<file path="config.mk">
export PLATFORM = sky130hd
export DESIGN_NAME = sha256_stream_hasher_core_flat
export DESIGN_NICKNAME = d
export VERILOG_FILES = /design/src/rtl/core/sha256_pkg.sv /design/src/rtl/core/sha256_stream_if.sv /design/src/rtl/core/sha256_stream_hasher_core.sv /design/src/rtl/core/sha256_front.sv /design/src/rtl/core/sha256_back.sv /design/src/flat_wrapper.sv
export SDC_FILE = /design/constraint.sdc
export NUM_CORES = 2
export LEC_CHECK = 0
export ABC_AREA = 1
export BUFFER_PORTS_ARGS = -buffer_cell sky130_fd_sc_hd__buf_2
export CORE_AREA = 2 2 537 539
export DETAILED_ROUTE_END_ITERATION = 16
export DIE_AREA = 0 0 539 541
export GPL_ROUTABILITY_DRIVEN = 0
export GPL_TIMING_DRIVEN = 0
export MAX_ROUTING_LAYER = met4
export PLACE_DENSITY_LB_ADDON = 0.3
export SKIP_LAST_GASP = 1
export SYNTH_ARGS = -nofsm -noshare
export SYNTH_HDL_FRONTEND = slang
export SYNTH_SLANG_ARGS = --single-unit
export TNS_END_PERCENT = 30
</file>
<file path="constraint.sdc">
create_clock -name clock -period 25.6 [get_ports clock]
set_clock_uncertainty 0.1 [all_clocks]
set_input_delay 1.28 -clock clock [delete_from_list [all_inputs] [get_ports clock]]
set_output_delay 1.28 -clock clock [all_outputs]
set_load 0.02 [all_outputs]
</file>
<file path="src/rtl/core/sha256_pkg.sv">
// ----------------------------------------------------------------------------
// SHA-256 package
// Shared types, constants and round functions of the SHA-256 stream hasher.
// ----------------------------------------------------------------------------
package sha256_pkg;

   localparam int unsigned BlockBytes = 64;
   localparam int unsigned Rounds = 64;
   localparam int unsigned DigestWords = 8;
   localparam logic [7:0] PadMark = 8'h80;
   localparam logic [5:0] LenFieldAt = 6'd56;
   localparam int unsigned QueueDepth = 4;

   typedef logic [31:0] word_type;

   // One entry of the queue between the front and the back part.
   typedef struct packed {
      logic [7:0] byte_value;
      logic       byte_present;
      logic       message_end;
   } job_type;

   typedef struct packed {
      logic [7:0] byte_value;
      logic       byte_present;
      logic       message_end;
   } req_payload_type;

   typedef struct packed {
      logic [31:0] digest_word;
      logic [2:0]  word_index;
      logic        last_word;
   } rsp_payload_type;

   function automatic word_type round_const(input logic [5:0] idx);
      word_type k;
      case (idx)
         6'd0: k = 32'h428a2f98;  6'd1: k = 32'h71374491;
         6'd2: k = 32'hb5c0fbcf;  6'd3: k = 32'he9b5dba5;
         6'd4: k = 32'h3956c25b;  6'd5: k = 32'h59f111f1;
         6'd6: k = 32'h923f82a4;  6'd7: k = 32'hab1c5ed5;
         6'd8: k = 32'hd807aa98;  6'd9: k = 32'h12835b01;
         6'd10: k = 32'h243185be; 6'd11: k = 32'h550c7dc3;
         6'd12: k = 32'h72be5d74; 6'd13: k = 32'h80deb1fe;
         6'd14: k = 32'h9bdc06a7; 6'd15: k = 32'hc19bf174;
         6'd16: k = 32'he49b69c1; 6'd17: k = 32'hefbe4786;
         6'd18: k = 32'h0fc19dc6; 6'd19: k = 32'h240ca1cc;
         6'd20: k = 32'h2de92c6f; 6'd21: k = 32'h4a7484aa;
         6'd22: k = 32'h5cb0a9dc; 6'd23: k = 32'h76f988da;
         6'd24: k = 32'h983e5152; 6'd25: k = 32'ha831c66d;
         6'd26: k = 32'hb00327c8; 6'd27: k = 32'hbf597fc7;
         6'd28: k = 32'hc6e00bf3; 6'd29: k = 32'hd5a79147;
         6'd30: k = 32'h06ca6351; 6'd31: k = 32'h14292967;
         6'd32: k = 32'h27b70a85; 6'd33: k = 32'h2e1b2138;
         6'd34: k = 32'h4d2c6dfc; 6'd35: k = 32'h53380d13;
         6'd36: k = 32'h650a7354; 6'd37: k = 32'h766a0abb;
         6'd38: k = 32'h81c2c92e; 6'd39: k = 32'h92722c85;
         6'd40: k = 32'ha2bfe8a1; 6'd41: k = 32'ha81a664b;
         6'd42: k = 32'hc24b8b70; 6'd43: k = 32'hc76c51a3;
         6'd44: k = 32'hd192e819; 6'd45: k = 32'hd6990624;
         6'd46: k = 32'hf40e3585; 6'd47: k = 32'h106aa070;
         6'd48: k = 32'h19a4c116; 6'd49: k = 32'h1e376c08;
         6'd50: k = 32'h2748774c; 6'd51: k = 32'h34b0bcb5;
         6'd52: k = 32'h391c0cb3; 6'd53: k = 32'h4ed8aa4a;
         6'd54: k = 32'h5b9cca4f; 6'd55: k = 32'h682e6ff3;
         6'd56: k = 32'h748f82ee; 6'd57: k = 32'h78a5636f;
         6'd58: k = 32'h84c87814; 6'd59: k = 32'h8cc70208;
         6'd60: k = 32'h90befffa; 6'd61: k = 32'ha4506ceb;
         6'd62: k = 32'hbef9a3f7; default: k = 32'hc67178f2;
      endcase
      return k;
   endfunction

   function automatic word_type init_hash(input logic [2:0] idx);
      word_type h;
      case (idx)
         3'd0: h = 32'h6a09e667; 3'd1: h = 32'hbb67ae85;
         3'd2: h = 32'h3c6ef372; 3'd3: h = 32'ha54ff53a;
         3'd4: h = 32'h510e527f; 3'd5: h = 32'h9b05688c;
         3'd6: h = 32'h1f83d9ab; default: h = 32'h5be0cd19;
      endcase
      return h;
   endfunction

   function automatic word_type rotr(input word_type x, input int unsigned n);
      return (x >> n) | (x << (32 - n));
   endfunction

endpackage

</file>
<file path="src/rtl/core/sha256_stream_if.sv">
// ----------------------------------------------------------------------------
// SHA-256 stream interfaces
// Valid/ready channels for the request and response items.
// ----------------------------------------------------------------------------
interface sha256_req_if;
   logic                         valid;
   logic                         ready;
   sha256_pkg::req_payload_type  payload;
   modport source (output valid, output payload, input ready);
   modport sink (input valid, input payload, output ready);
endinterface

interface sha256_rsp_if;
   logic                         valid;
   logic                         ready;
   sha256_pkg::rsp_payload_type  payload;
   modport source (output valid, output payload, input ready);
   modport sink (input valid, input payload, output ready);
endinterface

</file>
<file path="src/rtl/core/sha256_stream_hasher_core.sv">
// ----------------------------------------------------------------------------
// SHA-256 stream hasher core
// Hashes a byte stream and returns the eight digest words per message.
// ----------------------------------------------------------------------------
//   channel   direction   carries
//   req       in          byte_value, byte_present, message_end
//   rsp       out         digest_word, word_index, last_word
//
// An accepted item is registered in the queue; the back part takes one
// byte a cycle from it while idle. The 64th byte of a block starts a
// compression: 64 rounds, then a step that folds into the chaining words.
// A message end pads one byte a cycle up to the block end, with one or two
// compressions, then offers eight response items, one a cycle while ready.
// Synchronous reset restores the initial hash and empties the queue.
// The four-entry queue accepts items while the back part is busy, until full.
// ----------------------------------------------------------------------------
module sha256_stream_hasher_core (
   input  logic          clock,
   input  logic          reset,
   sha256_req_if.sink    req,
   sha256_rsp_if.source  rsp
);

   sha256_pkg::job_type job;
   logic                job_valid;
   logic                job_take;

   sha256_front u_front (
      .clock     (clock),
      .reset     (reset),
      .req       (req),
      .job       (job),
      .job_valid (job_valid),
      .job_take  (job_take)
   );

   sha256_back u_back (
      .clock     (clock),
      .reset     (reset),
      .job       (job),
      .job_valid (job_valid),
      .job_take  (job_take),
      .rsp       (rsp)
   );

endmodule

</file>
<file path="src/rtl/core/sha256_front.sv">
// ----------------------------------------------------------------------------
// SHA-256 front part
// Accepts items, drops empty ones, and queues the rest for the back part.
// ----------------------------------------------------------------------------
module sha256_front (
   input  logic                clock,
   input  logic                reset,
   sha256_req_if.sink          req,
   output sha256_pkg::job_type job,
   output logic                job_valid,
   input  logic                job_take
);

   localparam int unsigned PtrBits = $clog2(sha256_pkg::QueueDepth);

   sha256_pkg::job_type     queue_ff [sha256_pkg::QueueDepth];
   logic [PtrBits-1:0]      wr_ptr_ff, wr_ptr_in, rd_ptr_ff, rd_ptr_in;
   logic [PtrBits:0]        count_ff, count_in;
   logic                    push;
   logic                    pop;

   assign req.ready = (count_ff != (PtrBits+1)'(sha256_pkg::QueueDepth));
   assign push = req.valid && req.ready &&
                 (req.payload.byte_present || req.payload.message_end);
   assign pop = job_take && job_valid;
   assign job_valid = (count_ff != '0);
   assign job = queue_ff[rd_ptr_ff];

   always_comb begin
      wr_ptr_in = push ? wr_ptr_ff + 1'b1 : wr_ptr_ff;
      rd_ptr_in = pop ? rd_ptr_ff + 1'b1 : rd_ptr_ff;
      count_in = count_ff + (PtrBits+1)'(push) - (PtrBits+1)'(pop);
   end

   always_ff @(posedge clock) begin
      if (reset) begin
         wr_ptr_ff <= '0;
         rd_ptr_ff <= '0;
         count_ff <= '0;
      end else begin
         wr_ptr_ff <= wr_ptr_in;
         rd_ptr_ff <= rd_ptr_in;
         count_ff <= count_in;
      end
      if (push) begin
         queue_ff[wr_ptr_ff] <= '{byte_value: req.payload.byte_value,
                                  byte_present: req.payload.byte_present,
                                  message_end: req.payload.message_end};
      end
   end

   assert property (@(posedge clock) disable iff (reset)
      count_ff <= (PtrBits+1)'(sha256_pkg::QueueDepth))
      else $error("queue count overflow");
   assert property (@(posedge clock) disable iff (reset)
      (count_ff == '0) |-> !pop)
      else $error("pop from empty queue");
   assert property (@(posedge clock) disable iff (reset)
      push && !pop |=> count_ff == $past(count_ff) + 1'b1)
      else $error("push not counted");

endmodule

</file>
<file path="src/rtl/core/sha256_back.sv">
// ----------------------------------------------------------------------------
// SHA-256 back part
// Shifts bytes into the block, pads, runs one compression round per cycle,
// and emits the digest words.
// ----------------------------------------------------------------------------
module sha256_back (
   input  logic                clock,
   input  logic                reset,
   input  sha256_pkg::job_type job,
   input  logic                job_valid,
   output logic                job_take,
   sha256_rsp_if.source        rsp
);

   typedef enum logic [2:0] {
      IDLE, PAD, ROUND, ADD, EMIT
   } state_type;

   state_type              state_ff;
   sha256_pkg::word_type   w_ff [16];
   logic [5:0]             fill_ff;
   logic [63:0]            total_ff;
   sha256_pkg::word_type   chain_ff [8];
   sha256_pkg::word_type   v_ff [8];
   logic [5:0]             round_ff;
   logic                   final_ff;
   logic                   mark_done_ff;
   logic                   zero_rest_ff;
   logic                   len_done_ff;
   logic [2:0]             out_idx_ff;
   logic                   out_valid_ff;

   sha256_pkg::word_type   w_new, t1, t2, s0, s1, big0, big1, ch, maj;
   sha256_pkg::word_type   w_shift [16];
   sha256_pkg::word_type   w_round [16];
   logic [63:0]            bits;
   logic [7:0]             pad_byte;
   logic [7:0]             shift_byte;

   assign bits = {total_ff[60:0], 3'b000};
   assign job_take = (state_ff == IDLE);
   assign rsp.valid = out_valid_ff;
   assign rsp.payload.digest_word = chain_ff[out_idx_ff];
   assign rsp.payload.word_index = out_idx_ff;
   assign rsp.payload.last_word = (out_idx_ff == 3'd7);

   always_comb begin
      pad_byte = 8'h00;
      if (!mark_done_ff) begin
         pad_byte = sha256_pkg::PadMark;
      end else if (!zero_rest_ff && fill_ff >= sha256_pkg::LenFieldAt) begin
         pad_byte = bits[8 * (3'd7 - fill_ff[2:0]) +: 8];
      end
      shift_byte = (state_ff == PAD) ? pad_byte : job.byte_value;
      for (int i = 0; i < 15; i++) begin
         w_shift[i] = {w_ff[i][23:0], w_ff[i+1][31:24]};
      end
      w_shift[15] = {w_ff[15][23:0], shift_byte};

      s0 = sha256_pkg::rotr(w_ff[1], 7) ^ sha256_pkg::rotr(w_ff[1], 18) ^ (w_ff[1] >> 3);
      s1 = sha256_pkg::rotr(w_ff[14], 17) ^ sha256_pkg::rotr(w_ff[14], 19)
           ^ (w_ff[14] >> 10);
      w_new = w_ff[0] + s0 + w_ff[9] + s1;
      for (int i = 0; i < 15; i++) begin
         w_round[i] = w_ff[i+1];
      end
      w_round[15] = w_new;

      big1 = sha256_pkg::rotr(v_ff[4], 6) ^ sha256_pkg::rotr(v_ff[4], 11)
             ^ sha256_pkg::rotr(v_ff[4], 25);
      ch = (v_ff[4] & v_ff[5]) ^ (~v_ff[4] & v_ff[6]);
      t1 = v_ff[7] + big1 + ch + sha256_pkg::round_const(round_ff) + w_ff[0];
      big0 = sha256_pkg::rotr(v_ff[0], 2) ^ sha256_pkg::rotr(v_ff[0], 13)
             ^ sha256_pkg::rotr(v_ff[0], 22);
      maj = (v_ff[0] & v_ff[1]) ^ (v_ff[0] & v_ff[2]) ^ (v_ff[1] & v_ff[2]);
      t2 = big0 + maj;
   end

   always_ff @(posedge clock) begin
      if (reset) begin
         state_ff <= IDLE;
         fill_ff <= '0;
         total_ff <= '0;
         out_valid_ff <= 1'b0;
         out_idx_ff <= '0;
         final_ff <= 1'b0;
         mark_done_ff <= 1'b0;
         zero_rest_ff <= 1'b0;
         len_done_ff <= 1'b0;
         round_ff <= '0;
         for (int i = 0; i < 8; i++) chain_ff[i] <= sha256_pkg::init_hash(3'(i));
      end else begin
         case (state_ff)
            IDLE: begin
               if (job_valid) begin
                  final_ff <= job.message_end;
                  if (job.byte_present) begin
                     w_ff <= w_shift;
                     total_ff <= total_ff + 64'd1;
                     fill_ff <= fill_ff + 6'd1;
                     if (fill_ff == 6'd63) begin
                        state_ff <= ROUND;
                        round_ff <= '0;
                        v_ff <= chain_ff;
                     end else if (job.message_end) begin
                        state_ff <= PAD;
                     end
                  end else if (job.message_end) begin
                     state_ff <= PAD;
                  end
               end
            end
            PAD: begin
               // Pad mark, zeros, then the length once the mark fits.
               w_ff <= w_shift;
               fill_ff <= fill_ff + 6'd1;
               mark_done_ff <= 1'b1;
               if (fill_ff == 6'd63) begin
                  zero_rest_ff <= 1'b0;
                  len_done_ff <= mark_done_ff && !zero_rest_ff;
                  state_ff <= ROUND;
                  round_ff <= '0;
                  v_ff <= chain_ff;
               end else if (!mark_done_ff) begin
                  zero_rest_ff <= (fill_ff >= sha256_pkg::LenFieldAt);
               end
            end
            ROUND: begin
               w_ff <= w_round;
               v_ff[7] <= v_ff[6];
               v_ff[6] <= v_ff[5];
               v_ff[5] <= v_ff[4];
               v_ff[4] <= v_ff[3] + t1;
               v_ff[3] <= v_ff[2];
               v_ff[2] <= v_ff[1];
               v_ff[1] <= v_ff[0];
               v_ff[0] <= t1 + t2;
               round_ff <= round_ff + 6'd1;
               if (round_ff == 6'd63) state_ff <= ADD;
            end
            ADD: begin
               for (int i = 0; i < 8; i++) chain_ff[i] <= chain_ff[i] + v_ff[i];
               if (final_ff && len_done_ff) begin
                  out_valid_ff <= 1'b1;
                  out_idx_ff <= '0;
                  state_ff <= EMIT;
               end else if (final_ff) begin
                  state_ff <= PAD;
               end else begin
                  state_ff <= IDLE;
               end
            end
            EMIT: begin
               if (rsp.ready) begin
                  out_idx_ff <= out_idx_ff + 3'd1;
                  if (out_idx_ff == 3'd7) begin
                     out_valid_ff <= 1'b0;
                     state_ff <= IDLE;
                     total_ff <= '0;
                     final_ff <= 1'b0;
                     mark_done_ff <= 1'b0;
                     len_done_ff <= 1'b0;
                     for (int i = 0; i < 8; i++)
                        chain_ff[i] <= sha256_pkg::init_hash(3'(i));
                  end
               end
            end
            default: state_ff <= IDLE;
         endcase
      end
   end

   assert property (@(posedge clock) disable iff (reset)
      out_valid_ff |-> state_ff == EMIT)
      else $error("digest shown outside emit");
   assert property (@(posedge clock) disable iff (reset)
      job_take |-> !out_valid_ff)
      else $error("new item taken while digest pending");
   assert property (@(posedge clock) disable iff (reset)
      (state_ff == ROUND && round_ff == 6'd63) |=> state_ff == ADD)
      else $error("round count lost");

endmodule
</file>
<file path="src/flat_wrapper.sv">
// flat-port wrapper written by rule: the top's interface ports become plain ports
module sha256_stream_hasher_core_flat 
  (clock, reset, req_valid, req_payload, req_ready, rsp_valid, rsp_payload, rsp_ready);
  sha256_req_if req_i ();
  sha256_rsp_if rsp_i ();
  input  logic clock;
  input  logic reset;
  input wire logic [$bits(req_i.valid)-1:0] req_valid;
  input wire logic [$bits(req_i.payload)-1:0] req_payload;
  output wire logic [$bits(req_i.ready)-1:0] req_ready;
  output wire logic [$bits(rsp_i.valid)-1:0] rsp_valid;
  output wire logic [$bits(rsp_i.payload)-1:0] rsp_payload;
  input wire logic [$bits(rsp_i.ready)-1:0] rsp_ready;
  assign req_i.valid = req_valid;
  assign req_i.payload = req_payload;
  assign req_ready = req_i.ready;
  assign rsp_valid = rsp_i.valid;
  assign rsp_payload = rsp_i.payload;
  assign rsp_i.ready = rsp_ready;
  sha256_stream_hasher_core u_core (.clock(clock), .reset(reset), .req(req_i), .rsp(rsp_i));
endmodule
</file>
---- After elaboration in Yosys (flattened, before gate mapping) ----
Memory sizes are Yosys's and may differ from the RTL's. A register that Yosys moved wholly into a read port is not among the register bits.
Index checks and enable logic that the tools add are counted.
cells by class
  add/subtract/negate cells ............... 27
  $mul .................................... 0
  div/mod/pow operators ................... 0
  order comparisons ....................... 2
  equality and inequality tests ........... 16
  shifts and indexed selects .............. 1
  muxes and demuxes ....................... 59
  bitwise operators ....................... 29
  reductions and logical operators ........ 27
operator list
  cell                                           count
  case mux 512 bit (3 select lines)              1
  two-way mux 256 bit                            5
  two-way mux 512 bit                            2
  case mux 256 bit (3 select lines)              1
  adder 32 bit                                   18
  case mux 256 bit (2 select lines)              1
  XOR 32 bit                                     9
  two-way mux 64 bit                             4
  AND 32 bit                                     5
  case mux 64 bit (2 select lines)               1
  binary-select mux 32 bit (select 3 bit)        1
  adder 64 x 1 -> 64 bit, second input constant  1
  two-way mux 32 bit                             2
  indexed part select 64 x 33 -> 8 bit           1
  two-way mux 6 bit                              7
  two-way mux 3 bit                              11
  NOT 32 bit                                     1
  bitwise OR 10 x 32 -> 32 bit                   1
  bitwise OR 13 x 32 -> 32 bit                   1
  bitwise OR 14 x 32 -> 32 bit                   1
  bitwise OR 15 x 32 -> 32 bit                   1
  bitwise OR 19 x 32 -> 32 bit                   1
  bitwise OR 21 x 32 -> 32 bit                   1
  bitwise OR 25 x 32 -> 32 bit                   1
  other kinds (40)                               83
storage, ports and cells
  flip-flop bits (word level) ............. 1,118
  latch bits .............................. 0
  RAM bits ................................ 40
  memory bits (read-only) ................. 2,048
  bits of input ports ..................... 14
  word-level logic and storage cells ...... 208
  memories ................................ 2
memories
  name                     depth  width  rd ports  clocked after memory_dff  write ports  RTL line            text
  (no name shown)          64     32     1         1                         0            sha256_pkg.sv:37    case (idx)
  u_core.u_front.queue_ff  4      10     1         1                         1            sha256_front.sv:16  sha256_pkg::job_type queue_ff [sha256_pkg::QueueDepth];

---- Depth between registers and ports, before layout ----
  depth after elaboration ................. 9
  mapped depth ............................ 36

---- Cells and area by module ----
A second synthesis with hierarchy kept.
second synthesis, totals
  cell total of the unflattened synthesis .. 11,522
  area total of the unflattened synthesis .. 84,984.0 µm²
modules (own cells, without submodules)
  module        times used  cells an instance  area an instance (µm²)  seq. area each (µm²)
  sha256_back   1           11,354             82,952.1                30,509.3
  sha256_front  1           168                2,031.9                 1,381.3

---- Worst setup path after synthesis ----
OpenSTA, ideal clock, no wires.
  path kind ............................... input to register
  start ................................... input port reset
  end ..................................... register u_core.u_back.w_ff[0] in the netlist's numbering, enable pin
  library setup time ...................... 1,402 ps
  arrival time ............................ 22,883 ps
  required time ........................... 24,098 ps
  path slack .............................. 1,215 ps
  stages on the path ...................... 3
  path buffers ............................ 2
  cell sequence ........................... clkbuf_1 clkbuf_1 nor2_1
between the ends
  word-level cells in the longest chain between the ends .. 2
RTL lines
  what                                  RTL line            text
  start: declaration                    flat_wrapper.sv:7   input logic reset;
  NOT 1 bit (no source line)            n/a
  AND reduction 4 bit (no source line)  n/a
  end signal: assignment                sha256_back.sv:98   w_ff <= w_shift;
  end signal: assignment                sha256_back.sv:115  w_ff <= w_shift;
  end signal: assignment                sha256_back.sv:129  w_ff <= w_round;
  end: declaration                      sha256_back.sv:20   sha256_pkg::word_type w_ff [16];
Every way passes these cells.
A chain may end at the register's enable or synchronous reset.

---- Worst setup path after layout ----
  start ................................... register u_core.u_back.v_ff[107] in the netlist's numbering
  end ..................................... register u_core.u_back.v_ff[255] in the netlist's numbering (data pin)
between the ends
  word-level cells in the longest chain between the ends .. 9
  elaborated cells between the ends (all ways) .. 15
  those cells by class .................... 5 x add/sub; 1 x mux; 9 x bitwise
RTL lines
  what                                                                                 RTL line            text
  start: declaration                                                                   sha256_back.sv:24   sha256_pkg::word_type v_ff [8];
  start signal: assignment                                                             sha256_back.sv:104  v_ff <= chain_ff;
  start signal: assignment                                                             sha256_back.sv:123  v_ff <= chain_ff;
  bitwise OR 21 x 32 -> 32 bit / bitwise OR 26 x 32 -> 32 bit (equally long branches)  sha256_pkg.sv:86    return (x >> n) | (x << (32 - n));
  XOR 32 bit                                                                           sha256_back.sv:69   big1 = sha256_pkg::rotr(v_ff[4], 6) ^ sha256_pkg::rotr(v_ff[4], 11)
  XOR 32 bit                                                                           sha256_back.sv:70   ^ sha256_pkg::rotr(v_ff[4], 25);
  adder 32 bit                                                                         sha256_back.sv:72   t1 = v_ff[7] + big1 + ch + sha256_pkg::round_const(round_ff) + w_ff[0];
  adder 32 bit * (3 in series)                                                         sha256_back.sv:72
  adder 32 bit *                                                                       sha256_back.sv:137  v_ff[0] <= t1 + t2;
  case mux 256 bit (3 select lines) *                                                  sha256_back.sv:93   case (state_ff)
Every way passes the cells marked *; elsewhere a longest branch is shown, timed or not.

==> impl_metrics.csv <==
group,metric,value,unit
outcome,status,"finished, violations left",
outcome,violations,"capacitance limit, slew limit",
synth,yosysWarnings,0,
global_route,antenna_found_initial,30,
drt,ant_nets,0,
worst_setup_path,start_kind,"flop",
worst_setup_path,crit_buf_inv,7,
sta,hold_slack,0.365,ns
sta,min_period,9.17,ns
die,fp.dieW,539,um
synth,ys_seq_area_share,37.4,%
sta,rsz0062_at_grt,"false",
sta,finalCritPeriodShare,35.8,%
global_route,grt_overflow_total,0,
global_route,grt_pass1_wl,558000,um
clocking,insertion_delay,0.86,ns
sta,report.final.hold_viol_count,0,
worst_setup_path,critical-path-max-stage-delay,0.94,ns
synth,syn_nets,12200,
clocking,clock-sinks,1189,
sta,slew_headroom,-12.7,%
synth,async_flop_share,0,%
final_layout,fillerInstances,31000,
drt,wire_per_inst,25.0,um
placed_design,dp_hpwl,310000,um
worst_setup_path,required,26.09,ns
placed_design,dp.cells,15400,
power_and_ir_drop,max-vdd-ir-drop,209,uV
clocking,cts_tree,"built",
final_layout,fin_cells,15700,
clocking,cts_buffers,153,
clocking,cts_buffer_depth,4,
die,die_area,292000,um2
synth,syn_area_per_cell,7.38,um2
drt,drc_errors,0,
drt,vias,85700,
synth,ys.flop_type,"edfxtp_1",
drt,vias_per_cell,5.44,
worst_setup_path,crit_family,"adder cells",
global_route,grt_max_degree,36,
synth,synth.distinct_cells,63,
final_layout,seqCellArea,31900,um2
power_and_ir_drop,power_density,146,nW/um2
hold_path,hold_class,"reg -> reg",
clocking,cts.clk_slew.worst_paths,0.06,ns
die,core-area,286000,um2
sta,setup_viol_count_final,0,
clocking,postCtsSetupBuffers,0,
sta,slew_viol_final,74,
drt,drtPass1Iterations,12,
power_and_ir_drop,total_power,0.0140,W
sta,fin_ws,16.43,ns
synth,synth_seq_cells,1189,
worst_setup_path,path_max_fanout,6,
clocking,h-tree-depth,4,
final_layout,utilization,33.5,%
global_route,grt_pass1_vias,79000,
flow_run,cap_violations,11,
worst_setup_path,cp_slowest_cell,"xor2_1",
synth,syn-cell-area,85300,um2
synth,synth_edf_count,808,
final_layout,multi_input_area,46300,um2
placed_design,portBuffers,50,
placed_design,pre_cts_ws,16.79,ns
final_layout,drive_above_1_share,4.69,%
clocking,ctsHoldBuffers,0,
final_layout,nNetsFinal,12400,
die,io_pins,52,
worst_setup_path,critPathKind,"reg -> reg",
sta,fmax,0.109,GHz
global_route,track_usage,26.8,%
power_and_ir_drop,p_leak,41.6,nW
die,die-height,541,um
worst_setup_path,worstPathArrival,9.66,ns
sta,worst_slew_pin_slew,1.67,ns
clocking,cts_resized,0,
drt,drtIter0Drc,12100,
die,start_util,29.8,%
synth,synth_cells,11600,
final_layout,area_growth,12.5,%
drt,wl,394000,um
clocking,cts_root_buffer,"clkbuf_16",
worst_setup_path,cp-end-kind,"flop",
die,row_count,197,
==> flip-flops by register name (all words and copies together) (netlist names), named ones only <==
signal,count
u_core.u_back.chain_ff,256
u_core.u_back.fill_ff,6
u_core.u_back.final_ff,1
u_core.u_back.len_done_ff,1
u_core.u_back.mark_done_ff,1
u_core.u_back.out_idx_ff,3
u_core.u_back.round_ff,6
u_core.u_back.rsp.valid,1
u_core.u_back.state_ff,3
u_core.u_back.total_ff,61
u_core.u_back.v_ff,256
u_core.u_back.w_ff,512
u_core.u_back.zero_rest_ff,1
u_core.u_front.count_ff,3
u_core.u_front.queue_ff,40
u_core.u_front.rd_ptr_ff,2
u_core.u_front.wr_ptr_ff,2
==> worst paths after layout <==
check                                   start                      end  slack, ns  cells past startpoint
hold reg to reg   u_core.u_front.rd_ptr_ff[0]                     flop       0.37                      1
setup / recovery      u_core.u_back.v_ff[107]  u_core.u_back.v_ff[255]      16.43                     32
hold / removal    u_core.u_front.rd_ptr_ff[0]                     flop       0.37                      1
setup reg to reg      u_core.u_back.v_ff[107]  u_core.u_back.v_ff[255]      16.43                     32
==> worst reg2reg max path, delay by kind of cell, from the launching register on <==
family | cells | cell delay [ns]
adders and majority gates | 6 | 2.80
and+or+nand+nor | 13 | 1.94
buffers and inverters | 7 | 1.37
xor gates and xnor gates | 3 | 1.33
AOI/OAI and AO/OA | 3 | 1.01
DFF | 1 | 0.39
==> Yosys cell counts (all sizes together), types with 2 or more instances <==
library cell	n	area share, %
and2	3	0.022
a221oi	2	0.021
nand3b	28	0.25
o211ai	44	0.39
o221ai	7	0.072
a21o	65	0.57
ha	401	5.9
o311ai	7	0.072
xor2	189	1.9
a211oi	4	0.035
clkbuf	307	1.4
a221o	2	0.023
a31o	6	0.062
or2	34	0.25
a32o	3	0.035
o21bai	59	0.52
nand3	664	4.0
o21a	43	0.38
nor2	751	3.4
buf	138	0.87
a21oi	820	4.8
dfxtp	381	8.9
nor4	25	0.20
nand4	125	0.92
a21boi	32	0.28
edfxtp	808	28
clkinv	3	0.013
o21ai	1155	6.8
o22ai	39	0.29
nor3	122	0.73
xnor2	165	1.7
inv	1391	6.1
fa	196	4.6
nor3b	7	0.062
a31oi	74	0.54
nand2	3445	15
o31ai	3	0.026
and3	11	0.081
==> through the flow <==
step                      area (um2)  TNS (ns)
final                          96000         0
after global routing           95900         0
after CTS                      95900         0
after detailed placement       91100         0
after global placement         90300  -7140.94
after floorplan                85300         0
==> power breakdown <==
| part | internal (W) | switching [W] |
|---|---|---|
| Combinational | 0.00268 | 0.00642 |
| Clock | 0.00124 | 0.000923 |
| Sequential | 0.00249 | 0.000214 |
| Total | 0.00640 | 0.00756 |
==> layout by cell type, fill, tap and decap left out, drive strengths merged, types with 189 or more instances in the layout <==
cell	synthesis	final
a21oi	820	820
inv	1391	1397
dfxtp	381	381
ha	401	401
o21ai	1155	1155
clkbuf	307	499
nor2	751	751
nand2	3445	3445
xor2	189	189
buf	138	238
edfxtp	808	808
nand3	664	664
fa	196	196
==> layer usage <==
| layer | routed length [um] | GRT usage [%] | share of wire, % | vias up |
|---|---|---|---|---|
| met5 | 0 | - | 0 | - |
| met4 | 32200 | 18.0 | 8.2 | 0 |
| met3 | 46000 | 6.80 | 12 | 1327 |
| met2 | 161000 | 38.1 | 41 | 5192 |
| met1 | 154000 | 33.5 | 39 | 40400 |
| li1 | - | - | - | 38800 |
==> logic make-up (layout without fill, tap and decap cells) <==
kind of cell	count (synthesis)	after routing	share of synthesized area (%)
compound gates	2368	2368	15.0
xor+xnor	354	354	3.63
fa+ha+maj	597	597	10.5
buf+inv	1839	2201	8.36
flops	1189	1189	37.4
other cells	0	28	0
simple gates	5219	5219	25.2
==> area by class of cell <==
class	instances	share of cell area [%]
clock buffer	191	4.31
buffer	445	2.01
antenna	28	0.0730
tap	3781	4.93
timing repair buffer	101	1.08
sequential	1189	33.2
inverter	1394	5.45
multi-input combinational	8538	48.3
clock inverter	70	0.658
No activity file was read; power rests on OpenSTA's default activity.
